<file path="config.mk">
export PLATFORM = sky130hd
export DESIGN_NAME = length_prefixed_request_parser_top_flat
export DESIGN_NICKNAME = d
export VERILOG_FILES = /design/src/rtl/lprp_pkg.sv /design/src/rtl/lprp_in_if.sv /design/src/rtl/lprp_out_if.sv /design/src/rtl/lprp_cfg_if.sv /design/src/rtl/lprp_cfg.sv /design/src/rtl/lprp_parser.sv /design/src/rtl/lprp_outbuf.sv /design/src/rtl/length_prefixed_request_parser_top.sv /design/src/flat_wrapper.sv
export SDC_FILE = /design/constraint.sdc
export NUM_CORES = 1
export LEC_CHECK = 0
export ABC_CLOCK_PERIOD_IN_PS = 12550
export BUFFER_PORTS_ARGS = -buffer_cell sky130_fd_sc_hd__buf_2
export CAP_MARGIN = 20
export CELL_PAD_IN_SITES_DETAIL_PLACEMENT = 1
export CELL_PAD_IN_SITES_GLOBAL_PLACEMENT = 1
export CORE_ASPECT_RATIO = 1.2
export CORE_MARGIN = 1.5
export CORE_UTILIZATION = 45
export CTS_BUF_LIST = sky130_fd_sc_hd__clkbuf_16
export CTS_CLUSTER_SIZE = 14
export DETAILED_ROUTE_END_ITERATION = 7
export GPL_TIMING_DRIVEN = 0
export PLACE_DENSITY_LB_ADDON = 0.08
export SKIP_CTS_REPAIR_TIMING = 1
export SYNTH_ARGS = -nofsm -noshare
export SYNTH_HDL_FRONTEND = slang
export SYNTH_SLANG_ARGS = --single-unit
export TNS_END_PERCENT = 50
</file>
<file path="constraint.sdc">
create_clock -name i_clk -period 12.55 [get_ports i_clk]
set_input_delay 0.6275 -clock i_clk [delete_from_list [all_inputs] [get_ports i_clk]]
set_output_delay 0.6275 -clock i_clk [all_outputs]
set_load 0.1 [all_outputs]
</file>
<file path="src/rtl/lprp_pkg.sv">
// shared types and constants of the length-prefixed request parser
package lprp_pkg;

    localparam int unsigned CFG_IDX_W = 8;
    localparam int unsigned WORD_W    = 32;

    localparam logic [CFG_IDX_W-1:0] REG_MAX_MESSAGE_LEN = CFG_IDX_W'(0);
    localparam logic [CFG_IDX_W-1:0] REG_MAX_ARGS        = CFG_IDX_W'(1);

    localparam logic [WORD_W-1:0] RESET_MAX_MESSAGE_LEN = WORD_W'(32 << 20);
    localparam logic [WORD_W-1:0] RESET_MAX_ARGS        = WORD_W'(200 * 1000);
    localparam logic [WORD_W-1:0] FIELD_BYTES           = WORD_W'(4);

    typedef enum logic [2:0] {
        ERR_NONE      = 3'd0,
        ERR_TOO_LONG  = 3'd1,
        ERR_TOO_MANY  = 3'd2,
        ERR_OVERRUN   = 3'd3,
        ERR_TRAILING  = 3'd4
    } t_err;

    typedef struct packed {
        logic [WORD_W-1:0] max_message_len;
        logic [WORD_W-1:0] max_args;
    } t_limits;

    typedef struct packed {
        logic [7:0]        payload_byte;
        logic              is_payload;
        logic [WORD_W-1:0] arg_index;
        logic              string_end;
        logic              request_end;
        t_err              error_code;
    } t_result;

endpackage

</file>
<file path="src/rtl/lprp_in_if.sv">
// input byte channel
interface lprp_in_if;
    logic       valid;
    logic       ready;
    logic [7:0] in_byte;
    logic       new_connection;

    modport source (output valid, output in_byte, output new_connection, input ready);
    modport sink   (input valid, input in_byte, input new_connection, output ready);
endinterface

</file>
<file path="src/rtl/lprp_out_if.sv">
// result channel
interface lprp_out_if;
    import lprp_pkg::*;

    logic              valid;
    logic              ready;
    logic [7:0]        payload_byte;
    logic              is_payload;
    logic [WORD_W-1:0] arg_index;
    logic              string_end;
    logic              request_end;
    logic [2:0]        error_code;

    modport source (output valid, output payload_byte, output is_payload, output arg_index,
                    output string_end, output request_end, output error_code, input ready);
    modport sink   (input valid, input payload_byte, input is_payload, input arg_index,
                    input string_end, input request_end, input error_code, output ready);
endinterface

</file>
<file path="src/rtl/lprp_cfg_if.sv">
// configuration write channel
interface lprp_cfg_if;
    import lprp_pkg::*;

    logic                 valid;
    logic                 ready;
    logic [CFG_IDX_W-1:0] index;
    logic [WORD_W-1:0]    data;

    modport source (output valid, output index, output data, input ready);
    modport sink   (input valid, input index, input data, output ready);
endinterface

</file>
<file path="src/rtl/lprp_cfg.sv">
// configuration registers of the parser limits
module lprp_cfg (
    input  logic              i_clk,
    input  logic              i_rst_n,
    lprp_cfg_if.sink          i_cfg,
    output lprp_pkg::t_limits o_limits
);
    import lprp_pkg::*;

    t_limits r_limits;

    assign i_cfg.ready = 1'b1;
    assign o_limits    = r_limits;

    always_ff @(posedge i_clk) begin
        if (!i_rst_n) begin
            r_limits.max_message_len <= RESET_MAX_MESSAGE_LEN;
            r_limits.max_args        <= RESET_MAX_ARGS;
        end else if (i_cfg.valid) begin
            case (i_cfg.index)
                REG_MAX_MESSAGE_LEN: r_limits.max_message_len <= i_cfg.data;
                REG_MAX_ARGS:        r_limits.max_args        <= i_cfg.data;
                default: ;
            endcase
        end
    end

endmodule

</file>
<file path="src/rtl/lprp_parser.sv">
// frame parser state and per-byte result logic
module lprp_parser (
    input  logic              i_clk,
    input  logic              i_rst_n,
    input  logic              i_take,
    input  logic [7:0]        i_byte,
    input  logic              i_new_connection,
    input  lprp_pkg::t_limits i_limits,
    output lprp_pkg::t_result o_result
);
    import lprp_pkg::*;

    typedef enum logic [2:0] {
        PH_HDR   = 3'd0,
        PH_NARGS = 3'd1,
        PH_SLEN  = 3'd2,
        PH_SDATA = 3'd3,
        PH_ERR   = 3'd4
    } t_phase;

    t_phase            r_phase,   n_phase,   s_phase;
    logic [1:0]        r_cnt,     n_cnt,     s_cnt;
    logic [WORD_W-1:0] r_acc,     n_acc,     s_acc;
    logic [WORD_W-1:0] r_body,    n_body,    s_body;
    logic [WORD_W-1:0] r_strs,    n_strs,    s_strs;
    logic [WORD_W-1:0] r_sbytes,  n_sbytes,  s_sbytes;
    logic [WORD_W-1:0] r_arg,     n_arg,     s_arg;
    t_err              r_err,     n_err,     s_err;

    logic [WORD_W-1:0] acc_add;
    logic              field_done;
    logic [WORD_W-1:0] body_dec;
    logic [WORD_W-1:0] sbytes_dec;
    logic [WORD_W-1:0] strs_dec;
    logic              fin;
    t_result           res;

    // state after an optional connection restart
    always_comb begin
        if (i_new_connection) begin
            s_phase  = PH_HDR;
            s_cnt    = '0;
            s_acc    = '0;
            s_body   = '0;
            s_strs   = '0;
            s_sbytes = '0;
            s_arg    = '0;
            s_err    = ERR_NONE;
        end else begin
            s_phase  = r_phase;
            s_cnt    = r_cnt;
            s_acc    = r_acc;
            s_body   = r_body;
            s_strs   = r_strs;
            s_sbytes = r_sbytes;
            s_arg    = r_arg;
            s_err    = r_err;
        end
    end

    assign acc_add    = s_acc | (WORD_W'(i_byte) << {s_cnt, 3'b000});
    assign field_done = (s_cnt == 2'd3);
    assign body_dec   = s_body - WORD_W'(s_body != '0);
    assign sbytes_dec = s_sbytes - WORD_W'(s_sbytes != '0);
    assign strs_dec   = s_strs - WORD_W'(s_strs != '0);

    always_comb begin
        n_phase  = s_phase;
        n_cnt    = s_cnt;
        n_acc    = s_acc;
        n_body   = s_body;
        n_strs   = s_strs;
        n_sbytes = s_sbytes;
        n_arg    = s_arg;
        n_err    = s_err;
        fin      = 1'b0;

        res.payload_byte = i_byte;
        res.is_payload   = 1'b0;
        res.arg_index    = s_arg;
        res.string_end   = 1'b0;
        res.request_end  = 1'b0;
        res.error_code   = ERR_NONE;

        case (s_phase)
            PH_HDR: begin
                n_acc = acc_add;
                n_cnt = s_cnt + 2'd1;
                if (field_done) begin
                    if (acc_add > i_limits.max_message_len) begin
                        n_phase        = PH_ERR;
                        n_err          = ERR_TOO_LONG;
                        res.error_code = ERR_TOO_LONG;
                    end else begin
                        n_body = acc_add;
                        if (acc_add < FIELD_BYTES) begin
                            n_phase        = PH_ERR;
                            n_err          = ERR_OVERRUN;
                            res.error_code = ERR_OVERRUN;
                        end else begin
                            n_phase = PH_NARGS;
                            n_cnt   = '0;
                            n_acc   = '0;
                        end
                    end
                end
            end
            PH_NARGS: begin
                n_body = body_dec;
                n_acc  = acc_add;
                n_cnt  = s_cnt + 2'd1;
                if (field_done) begin
                    if (acc_add > i_limits.max_args) begin
                        n_phase        = PH_ERR;
                        n_err          = ERR_TOO_MANY;
                        res.error_code = ERR_TOO_MANY;
                    end else begin
                        n_strs = acc_add;
                        n_arg  = '0;
                        if (acc_add == '0) begin
                            if (body_dec == '0) begin
                                res.request_end = 1'b1;
                                n_phase         = PH_HDR;
                                n_cnt           = '0;
                                n_acc           = '0;
                            end else begin
                                n_phase        = PH_ERR;
                                n_err          = ERR_TRAILING;
                                res.error_code = ERR_TRAILING;
                            end
                        end else if (body_dec < FIELD_BYTES) begin
                            n_phase        = PH_ERR;
                            n_err          = ERR_OVERRUN;
                            res.error_code = ERR_OVERRUN;
                        end else begin
                            n_phase = PH_SLEN;
                            n_cnt   = '0;
                            n_acc   = '0;
                        end
                    end
                end
            end
            PH_SLEN: begin
                n_body = body_dec;
                n_acc  = acc_add;
                n_cnt  = s_cnt + 2'd1;
                if (field_done) begin
                    if (acc_add > body_dec) begin
                        n_phase        = PH_ERR;
                        n_err          = ERR_OVERRUN;
                        res.error_code = ERR_OVERRUN;
                    end else if (acc_add == '0) begin
                        fin = 1'b1;
                    end else begin
                        n_sbytes = acc_add;
                        n_phase  = PH_SDATA;
                    end
                end
            end
            PH_SDATA: begin
                res.is_payload = 1'b1;
                n_body         = body_dec;
                n_sbytes       = sbytes_dec;
                if (sbytes_dec == '0) begin
                    fin = 1'b1;
                end
            end
            default: begin
                n_phase        = PH_ERR;
                res.error_code = s_err;
            end
        endcase

        // string complete: count it and move to the next field or frame, or to the error phase
        if (fin) begin
            res.string_end = 1'b1;
            n_strs         = strs_dec;
            n_arg          = s_arg + WORD_W'(1);
            if (strs_dec == '0) begin
                if (body_dec == '0) begin
                    res.request_end = 1'b1;
                    n_arg           = '0;
                    n_phase         = PH_HDR;
                    n_cnt           = '0;
                    n_acc           = '0;
                end else begin
                    n_phase        = PH_ERR;
                    n_err          = ERR_TRAILING;
                    res.error_code = ERR_TRAILING;
                end
            end else if (body_dec < FIELD_BYTES) begin
                n_phase        = PH_ERR;
                n_err          = ERR_OVERRUN;
                res.error_code = ERR_OVERRUN;
            end else begin
                n_phase = PH_SLEN;
                n_cnt   = '0;
                n_acc   = '0;
            end
        end
    end

    assign o_result = res;

    always_ff @(posedge i_clk) begin
        if (!i_rst_n) begin
            r_phase  <= PH_HDR;
            r_cnt    <= '0;
            r_acc    <= '0;
            r_body   <= '0;
            r_strs   <= '0;
            r_sbytes <= '0;
            r_arg    <= '0;
            r_err    <= ERR_NONE;
        end else if (i_take) begin
            r_phase  <= n_phase;
            r_cnt    <= n_cnt;
            r_acc    <= n_acc;
            r_body   <= n_body;
            r_strs   <= n_strs;
            r_sbytes <= n_sbytes;
            r_arg    <= n_arg;
            r_err    <= n_err;
        end
    end

    a_err_phase_has_code: assert property (@(posedge i_clk) disable iff (!i_rst_n)
        (r_phase == PH_ERR) |-> (r_err != ERR_NONE))
        else $error("error phase without error code");

    a_err_sticks: assert property (@(posedge i_clk) disable iff (!i_rst_n)
        (i_take && !i_new_connection && r_phase == PH_ERR) |=> (r_phase == PH_ERR))
        else $error("error phase left without new connection");

    a_request_end_clean: assert property (@(posedge i_clk) disable iff (!i_rst_n)
        (i_take && res.request_end) |-> (res.error_code == ERR_NONE && n_phase == PH_HDR))
        else $error("request end with error or wrong next phase");

endmodule

</file>
<file path="src/rtl/lprp_outbuf.sv">
// result register with skid stage
module lprp_outbuf (
    input  logic              i_clk,
    input  logic              i_rst_n,
    input  logic              i_push,
    input  lprp_pkg::t_result i_result,
    output logic              o_push_ready,
    lprp_out_if.source        o_out
);
    import lprp_pkg::*;

    logic    r_out_valid;
    t_result r_out;
    logic    r_skid_valid;
    t_result r_skid;
    logic    pop;

    assign o_push_ready = !r_skid_valid;
    assign pop          = r_out_valid && o_out.ready;

    always_ff @(posedge i_clk) begin
        if (!i_rst_n) begin
            r_out_valid  <= 1'b0;
            r_skid_valid <= 1'b0;
        end else if (!r_out_valid || pop) begin
            if (r_skid_valid) begin
                r_out_valid  <= 1'b1;
                r_skid_valid <= 1'b0;
            end else begin
                r_out_valid <= i_push;
            end
        end else if (i_push) begin
            r_skid_valid <= 1'b1;
        end
    end

    always_ff @(posedge i_clk) begin
        if (!r_out_valid || pop) begin
            r_out <= r_skid_valid ? r_skid : i_result;
        end else if (i_push) begin
            r_skid <= i_result;
        end
    end

    assign o_out.valid        = r_out_valid;
    assign o_out.payload_byte = r_out.payload_byte;
    assign o_out.is_payload   = r_out.is_payload;
    assign o_out.arg_index    = r_out.arg_index;
    assign o_out.string_end   = r_out.string_end;
    assign o_out.request_end  = r_out.request_end;
    assign o_out.error_code   = r_out.error_code;

    a_skid_behind_out: assert property (@(posedge i_clk) disable iff (!i_rst_n)
        r_skid_valid |-> r_out_valid)
        else $error("skid stage full while result register empty");

    a_skid_drains: assert property (@(posedge i_clk) disable iff (!i_rst_n)
        (r_skid_valid && pop) |=> (r_out_valid && !r_skid_valid))
        else $error("skid stage did not move to result register");

    a_out_held: assert property (@(posedge i_clk) disable iff (!i_rst_n)
        (r_out_valid && !o_out.ready) |=> (r_out_valid && $stable(r_out)))
        else $error("waiting result changed before transfer");

endmodule

</file>
<file path="src/rtl/length_prefixed_request_parser_top.sv">
// Length-prefixed request parser: takes one connection byte per transfer and returns one
// result per byte (payload mark, argument index, string and request end marks, error code).
// A byte can be taken in every cycle while the skid stage is empty. The per-byte state update
// (4-byte field assembly, body and string counters, limit compares) is combinational; its
// result is registered in a two-entry result register with skid stage, which takes one more
// result while the result side stalls. Payload bytes leave before the frame is checked,
// so a request that ends in an error must be dropped downstream. The user must write limits
// through the configuration channel only while the block is idle; this is not enforced.
module length_prefixed_request_parser_top (
    input  logic       i_clk,
    input  logic       i_rst_n,
    lprp_in_if.sink    i_in,
    lprp_cfg_if.sink   i_cfg,
    lprp_out_if.source o_out
);
    import lprp_pkg::*;

    t_limits limits;
    t_result result;
    logic    push_ready;
    logic    take;

    assign i_in.ready = push_ready;
    assign take       = i_in.valid && push_ready;

    lprp_cfg u_cfg (
        .i_clk    (i_clk),
        .i_rst_n  (i_rst_n),
        .i_cfg    (i_cfg),
        .o_limits (limits)
    );

    lprp_parser u_parser (
        .i_clk            (i_clk),
        .i_rst_n          (i_rst_n),
        .i_take           (take),
        .i_byte           (i_in.in_byte),
        .i_new_connection (i_in.new_connection),
        .i_limits         (limits),
        .o_result         (result)
    );

    lprp_outbuf u_outbuf (
        .i_clk        (i_clk),
        .i_rst_n      (i_rst_n),
        .i_push       (take),
        .i_result     (result),
        .o_push_ready (push_ready),
        .o_out        (o_out)
    );

endmodule

</file>
<file path="src/flat_wrapper.sv">
// flat-port wrapper written by rule: the top's interface ports become plain ports
module length_prefixed_request_parser_top_flat import lprp_pkg::*;
  (i_clk, i_rst_n, i_in_valid, i_in_in_byte, i_in_new_connection, i_in_ready, i_cfg_valid, i_cfg_index, i_cfg_data, i_cfg_ready, o_out_valid, o_out_payload_byte, o_out_is_payload, o_out_arg_index, o_out_string_end, o_out_request_end, o_out_error_code, o_out_ready);
  lprp_in_if i_in_i ();
  lprp_cfg_if i_cfg_i ();
  lprp_out_if o_out_i ();
  input  logic i_clk;
  input  logic i_rst_n;
  input wire logic [$bits(i_in_i.valid)-1:0] i_in_valid;
  input wire logic [$bits(i_in_i.in_byte)-1:0] i_in_in_byte;
  input wire logic [$bits(i_in_i.new_connection)-1:0] i_in_new_connection;
  output wire logic [$bits(i_in_i.ready)-1:0] i_in_ready;
  input wire logic [$bits(i_cfg_i.valid)-1:0] i_cfg_valid;
  input wire logic [$bits(i_cfg_i.index)-1:0] i_cfg_index;
  input wire logic [$bits(i_cfg_i.data)-1:0] i_cfg_data;
  output wire logic [$bits(i_cfg_i.ready)-1:0] i_cfg_ready;
  output wire logic [$bits(o_out_i.valid)-1:0] o_out_valid;
  output wire logic [$bits(o_out_i.payload_byte)-1:0] o_out_payload_byte;
  output wire logic [$bits(o_out_i.is_payload)-1:0] o_out_is_payload;
  output wire logic [$bits(o_out_i.arg_index)-1:0] o_out_arg_index;
  output wire logic [$bits(o_out_i.string_end)-1:0] o_out_string_end;
  output wire logic [$bits(o_out_i.request_end)-1:0] o_out_request_end;
  output wire logic [$bits(o_out_i.error_code)-1:0] o_out_error_code;
  input wire logic [$bits(o_out_i.ready)-1:0] o_out_ready;
  assign i_in_i.valid = i_in_valid;
  assign i_in_i.in_byte = i_in_in_byte;
  assign i_in_i.new_connection = i_in_new_connection;
  assign i_in_ready = i_in_i.ready;
  assign i_cfg_i.valid = i_cfg_valid;
  assign i_cfg_i.index = i_cfg_index;
  assign i_cfg_i.data = i_cfg_data;
  assign i_cfg_ready = i_cfg_i.ready;
  assign o_out_valid = o_out_i.valid;
  assign o_out_payload_byte = o_out_i.payload_byte;
  assign o_out_is_payload = o_out_i.is_payload;
  assign o_out_arg_index = o_out_i.arg_index;
  assign o_out_string_end = o_out_i.string_end;
  assign o_out_request_end = o_out_i.request_end;
  assign o_out_error_code = o_out_i.error_code;
  assign o_out_i.ready = o_out_ready;
  length_prefixed_request_parser_top u_core (.i_clk(i_clk), .i_rst_n(i_rst_n), .i_in(i_in_i), .i_cfg(i_cfg_i), .o_out(o_out_i));
endmodule
</file>
==> impl_metrics.csv, run 1 <==
group,metric,value,unit
run_status,run_status,"complete, but fails checks",
run_status,violations,"setup timing",
worst_setup_path,critPathKind,"input port to flip-flop",
timing,fin_ws,-0.0196,ns
timing,max_freq,79.6,MHz
clocking,cts_buffers,40,
worst_setup_path,crit_path_max_incr_delay,0.79,ns
place,numPortBuffers,99,
drt,drtPass1Iterations,5,
finish,drive_gt1_frac,0.107,
worst_setup_path,required,13.00,ns
drt,drt_iter0_markers,2666,
logic_synthesis,yosys_register_bits,326,
clocking,clkSinkCount,326,
clocking,clk_pin_slew,0.07,ns
floorplan,start_util,0.455,
grt,grt_pass1_wl,171,mm
place,place_area,24000,sq um
drt,antenna_left,0,
worst_setup_path,end_kind,"flip-flop",
drt,dr_total_vias,25600,
logic_synthesis,synthTopCellsByArea,"dfxtp_1 (21%), edfxtp_1 (12%), nand2_1 (6.5%), ha_1 (5.8%), a21oi_1 (5.8%)",
logic_synthesis,synth_edf_count,92,
clocking,cts_root_buffer,"clkbuf_16",
logic_synthesis,synth_cell_types,90,
worst_setup_path,cp_slowest_cell,"clkbuf_1",
clocking,cts_max_level,2,
floorplan,fp.dieW,206,microns
floorplan,rows,89,
pwr,p_leak,9.38,nW
worst_setup_path,crit_path_start,"i_in_new_connection",
grt,grt.total_usage,0.456,
grt,grt_pass1_vias,26300,
finish,final_cell_mix,"nand2_1 (387), a21oi_1 (249), dfxtp_1 (234), nor2_1 (207), clkbuf_1 (171)",
timing,fin_crit,12.57,ns
drt,drt_wl_total,117,mm
timing,final_hold_viol_count,0,
floorplan,die_area,51000,sq um
floorplan,fp.dieH,247,microns
drt,drc_errors,0,
logic_synthesis,async_reset_ff_frac,0,
place,dp_hpwl,86.7,mm
worst_setup_path,cp.arrival,13.02,ns
timing,slew_viol_final,0,
drt,wl_per_cell,31.8,microns
grt,grt_remaining_overflow,0,
floorplan,core-area,49100,sq um
worst_setup_path,worstPathMaxFanout,19,
drt,viasPerCell,6.94,
timing,period_share,1.00,
place,place_ws,-1.53,ns
floorplan,ios,103,
place,gp_congestion,1.03,
timing,slew_headroom,0.0150,
logic_synthesis,ys_warn_count,0,
finish,mostFrequentLayoutCell,"nand2_1",
logic_synthesis,synth_area_per_cell,7.84,sq um
worst_hold_path,holdCritPathClass,"input port to flip-flop",
finish,nets,3180,
logic_synthesis,yosys_most_used_dff,"dfxtp_1",
grt,grt_max_degree,32,
timing,skew,0.0458,ns
logic_synthesis,synth_fp_nets,3008,
finish,fin_area,25400,sq um
clocking,clk_latency,0.61,ns
pwr,irDropWorstVdd,0.000113,V
logic_synthesis,synthCells,2850,
timing,worstMarginPinSlew,1.48,ns
finish,area_delta_synth_final,13.8,%
clocking,clk_path_buf_depth,3,
timing,grt_setup_unrepaired,"no",
grt,antenna_found_initial,6,
timing,hold_ws,0.288,ns
logic_synthesis,synthesis.area,22300,sq um
run,maxCapViolCount,0,
worst_setup_path,rr_startpoint,"u_core.u_parser.r_body[11]",
worst_setup_path,startpoint_type,"input port",
logic_synthesis,synth_top_cell_by_area,"dfxtp_1",
pwr,powerDensity,121,nW/um^2
clocking,cts_tree,"built",
timing,setup_violations,2,
logic_synthesis,synth_top_area_frac,0.210,
worst_hold_path,hp-start,"i_cfg_data[4]",
logic_synthesis,yosysSeqAreaShare,0.333,
-- cells in the mapped netlist (all sizes together), types with 26 or more instances --
cell and number:
nand4 39, mux2i 30, nor3 69, or4 33, o211ai 65, a211oi 30, buf 52, o221ai 29
a21o 31, nand3 57, nor2b 66, inv 128, clkbuf 173, nor4 62, a21oi 262, and3 26
dfxtp 234, a31oi 56, o21ai 167, mux2 41, ha 104, nand2 387, nor2 209, o21a 41
edfxtp 92
-- cell families after synthesis --
kind of cell,Yosys count,share of synthesized area
mux,71,0.0345
xor+xnor,21,0.00823
compound gates,877,0.257
buf+inv,353,0.0626
other cells,1,0.000168
flops,326,0.333
fa+ha+maj,104,0.0583
simple gates,1097,0.246
-- worst paths after layout --
path | endpoint | slack [ns] | cells past startpoint
worst max-delay path | u_core.u_parser.r_sbytes[1] | -0.02 | 34
worst min-delay path | u_core.u_cfg.o_limits[36] | 0.29 | 3
worst max register to register | u_core.u_parser.r_sbytes[1] | 4.03 | 26
worst min register to register | u_core.u_cfg.o_limits[45] | 0.46 | 2
-- metal layers --
metal	vias to the layer above	GRT usage	wire length, microns
li1	10900	-	-
met1	12500	0.506	41600
met2	1659	0.718	52400
met3	609	0.120	11700
met4	2	0.399	11700
met5	-	0	11
-- flip-flops by register name, indices dropped and copies added, names as in the netlist, 8 cells and up --
name / count
u_core.u_parser.r_body: 32
u_core.u_parser.r_strs: 32
u_core.u_outbuf.o_out.payload_byte: 8
u_core.u_parser.r_acc: 32
u_core.u_parser.r_arg: 32
u_core.u_cfg.o_limits: 64
u_core.u_outbuf.o_out.arg_index: 32
u_core.u_outbuf.r_skid: 46
u_core.u_parser.r_sbytes: 32
-- worst max-delay path, delay by kind of cell --
kind                     cells  cell delay (ns)
AND/OR/NAND/NOR              4             1.02
adder cells (fa/ha/maj)      3             0.85
AO/OA/AOI/OAI                8             1.68
buffers and inverters       19             8.77
-- power breakdown --
| part | switching, mW | internal, mW |
|---|---|---|
| Clock | 0.524 | 0.733 |
| Combinational | 0.503 | 0.178 |
| Sequential | 0.0231 | 1.11 |
| Total | 1.05 | 2.02 |
-- final cells by class --
type,instances,area [sq um]
Fill cell,6080,23700
Multi-Input combinational cell,2171,13500
Sequential cell,326,7450
Clock buffer,40,1000
Buffer,224,917
Timing Repair Buffer,131,855
Tap cell,637,797
Inverter,128,480
Clock inverter,33,377
Antenna cell,3,7.51
-- through the flow --
stage               total power [mW]  instances  setup TNS, ns   util
finish                          3.07       3693        -0.0326  0.518
global route                    3.13       3690              0  0.518
CTS                             3.04       3683         -84.03  0.516
detailed placement              1.80       3610        -166.61  0.488
global placement                1.77       3586        -202.13  0.481
floorplan                       1.55       2850              0      -
Note: power is estimated with default switching activity, not from simulation.
==> run 2, diff against run 1 <==
--- a/config.mk
+++ b/config.mk
@@ -21,5 +21,6 @@
 export SKIP_CTS_REPAIR_TIMING = 1
 export SYNTH_ARGS = -nofsm -noshare
 export SYNTH_HDL_FRONTEND = slang
+export SYNTH_HIERARCHICAL = 1
 export SYNTH_SLANG_ARGS = --single-unit
 export TNS_END_PERCENT = 50
==> run 2 against run 1 <==
  * The run ends with slew limit left
  * Final cell count decreased by 5.0%
  * Largest cell class unchanged
  * Largest power group unchanged
  * Synthesized cell count shrank 5.6%
  * Sequential cell count is the same
  * Register-to-register slack gained 0.05 ns
==> impl_metrics.csv, run 2 <==
group,metric,value,unit
run_status,run_status,"complete, but fails checks",
run_status,violations,"slew limit",
pwr,switching_power,963,uW
logic_synthesis,synth_cell_types,103,
finish,area_delta_synth_final,12.4,%
drt,antenna_left,0,
worst_setup_path,cpMostUsedCell,"buf_2",
finish,nets,2999,
logic_synthesis,synth_fp_nets,2848,
logic_synthesis,synth_top_family_by_area,"simple AND/OR/NAND/NOR gates",
drt,drc_errors,0,
logic_synthesis,async_reset_ff_frac,0,
worst_setup_path,startpoint_type,"input port",
worst_setup_path,cp.arrival,11.28,ns
logic_synthesis,synth_simple_gate_area_frac,0.233,
timing,skew,0.0372,ns
floorplan,fp.dieH,247,microns
run,maxCapViolCount,0,
drt,wl_per_cell,31.4,microns
floorplan,rows,89,
pwr,pwr-share-seq,0.390,
logic_synthesis,synth_xor_area_frac,0.00625,
pwr,irDropWorstVdd,0.000106,V
worst_setup_path,reg2reg_to,"u_core/u_parser/r_strs[29]",
timing,tns,0,ns
worst_hold_path,holdCritPathClass,"input port to flip-flop",
grt,grt_max_degree,33,
place,dp_hpwl,81.7,mm
grt,grt_pass1_vias,24900,
finish,final_cell_mix,"nand2_1 (281), dfxtp_1 (234), nor2_1 (210), o21ai_0 (154), a21oi_1 (146)",
grt,grt_pass1_wl,160,mm
logic_synthesis,muxShareOfSynthArea,0.0781,
worst_setup_path,rr_worst_depth,24,
worst_setup_path,end_kind,"flip-flop",
pwr,intPower,1.94,mW
grt,grt.total_usage,0.424,
floorplan,core-area,49200,sq um
logic_synthesis,synth_most_common_cell,"nand2_1",
timing,period_share,0.862,
place,gp_congestion,1.02,
worst_setup_path,critPathKind,"input port to flip-flop",
timing,final_hold_viol_count,0,
logic_synthesis,synth_top_area_frac,0.209,
logic_synthesis,synthTopCellsByArea,"dfxtp_1 (21%), edfxtp_1 (12%), ha_1 (5.8%), nand2_1 (4.7%), mux2i_1 (4.7%)",
pwr,p_sw_frac,0.332,
logic_synthesis,ys_warn_count,6,
worst_setup_path,crit_path_max_incr_delay,0.87,ns
logic_synthesis,yosysSeqAreaShare,0.332,
logic_synthesis,synth_top_cell_by_area,"dfxtp_1",
clocking,clk_path_buf_depth,3,
finish,drive_gt1_frac,0.119,
place,numPortBuffers,99,
logic_synthesis,synth_fa_ha_area_frac,0.0581,
drt,drt_iter0_markers,2389,
floorplan,ios,103,
worst_setup_path,cp_slowest_cell,"buf_1",
logic_synthesis,yosys_most_used_dff,"dfxtp_1",
clocking,cts_tree,"built",
worst_setup_path,path_buf_inv,12,
grt,grt_remaining_overflow,0,
worst_hold_path,min_path_cells,3,
logic_synthesis,synthCells,2690,
timing,grt_setup_unrepaired,"no",
pwr,powerDensity,115,nW/um^2
timing,fin_crit,10.82,ns
timing,fin_ws,1.73,ns
timing,slew_headroom,-0.0374,
drt,drtPass1Iterations,6,
floorplan,die_area,51100,sq um
logic_synthesis,yosys-top-cells-count,"nand2_1 (281), dfxtp_1 (234), nor2_1 (213)",
finish,largest_reg_flops,64,
logic_synthesis,synthesis.area,22400,sq um
worst_setup_path,required,13.01,ns
worst_setup_path,worstSetupPathDepth,30,
timing,worstMarginPinSlew,1.56,ns
clocking,clkSinkCount,326,
worst_setup_path,rrSetupSlack,4.08,ns
logic_synthesis,synth-compound-area-share,0.229,
finish,mostFrequentLayoutCell,"nand2_1",
worst_setup_path,worstSetupEndpoint,"u_core/u_parser/r_strs[29]",
pwr,p_leak,9.85,nW
worst_setup_path,worstPathMaxFanout,10,
logic_synthesis,yosys_register_bits,326,
timing,hold_ws,0.285,ns
finish,fillers,5956,
timing,slew_viol_final,5,
logic_synthesis,synth_edf_count,92,
grt,antenna_found_initial,3,
pwr,comb_power_share,0.194,
drt,dr_total_vias,24500,
clocking,clk_pin_slew,0.07,ns
drt,viasPerCell,6.97,
clocking,clk_latency,0.60,ns
timing,setup_violations,0,
place,place_ws,1.43,ns
drt,drt_wl_total,110,mm
logic_synthesis,synth_area_per_cell,8.33,sq um
floorplan,fp.dieW,207,microns
clocking,cts_max_level,2,
clocking,cts_root_buffer,"clkbuf_16",
floorplan,start_util,0.455,
timing,max_freq,92.4,MHz
worst_setup_path,cp_top_family,"buffers and inverters",
clocking,cts_buffers,39,
worst_setup_path,crit_path_start,"i_in_new_connection",
pwr,p_clk_frac,0.415,
worst_setup_path,rr_startpoint,"u_core/u_parser/r_body[24]",
## run 2: kinds of logic (layout without fill, tap and decap cells)
group           after synthesis  count (layout)
simple gates               1006            1006
compound gates              746             746
buf+inv                     330             511
flops                       326             326
mux                         161             161
fa+ha+maj                   104             104
xor+xnor                     16              16
other cells                   1               2
## run 2: cell type report
cell class	instances	area, sq um	area share
clock inverter	32	349	0.0139
clock buffer	39	976	0.0388
multi-input combinational	2034	13600	0.538
timing repair buffer	110	627	0.0249
antenna	1	2.50	0.0000994
inverter	124	465	0.0185
sequential	326	7450	0.296
tap	637	797	0.0317
buffer	206	960	0.0381
## run 2: per-layer routing
layer | part of all wire | up-vias | track usage
li1 | - | 10400 | -
met3 | 0.083 | 534 | 0.0882
met5 | 0.00011 | - | 0
met4 | 0.096 | 2 | 0.355
met2 | 0.46 | 1418 | 0.695
met1 | 0.36 | 12100 | 0.469
## run 2: how the worst min path moves through the flow
stage	from	end	slack (ns)
final	i_cfg_data[11]	u_core/u_cfg/o_limits[43]	0.29
after global placement	u_core/u_parser/r_arg[25]	u_core/u_parser/r_arg[25]	0.44
after floorplan	u_core/u_parser/r_arg[25]	u_core/u_parser/r_arg[25]	0.43
after global routing	i_cfg_data[11]	u_core/u_cfg/o_limits[43]	0.28
after CTS	i_cfg_data[11]	u_core/u_cfg/o_limits[43]	0.27
after detailed placement	u_core/u_cfg/o_limits[53]	u_core/u_cfg/o_limits[53]	0.45
## run 2: power groups by stage
stage                     clock network [mW]  registers (mW)  logic (mW)
after global routing                    1.25            1.13       0.584
after CTS                               1.21            1.13       0.543
after floorplan                            0            1.22       0.277
after global placement                     0            1.15       0.525
after detailed placement                   0            1.15       0.541
final                                   1.21            1.13       0.564
## run 2: worst reg2reg max path: stages, from the launching register on
cell and delay (ns):
dfxtp_1 0.52, or4_1 0.25, or4_1 0.16, nor3_1 0.07, and3_1 0.21, a31oi_1 0.28, ha_1 0.39, ha_1 0.34
nor4b_2 0.81, nand2_2 0.32, o31ai_1 0.30, nor3b_1 0.70, ha_1 0.27, nand4_1 0.15, nor4_1 0.50, a221oi_1 0.21
o211ai_1 0.15, o211ai_1 0.36, nand4_1 0.31, o21a_1 0.16, buf_2 0.37, buf_1 0.87, o311ai_0 0.33, a31oi_1 0.25
nor2_1 0.07
## run 2: stage by stage
stage / utilization / total power, mW / cells / cell area (sq um)
after floorplan: - / 1.50 / 2690 / 22400
after global placement: 0.482 / 1.68 / 3426 / 23700
after detailed placement: 0.484 / 1.69 / 3433 / 23800
after CTS: 0.511 / 2.89 / 3504 / 25100
after global routing: 0.511 / 2.97 / 3508 / 25200
final: 0.511 / 2.90 / 3509 / 25200
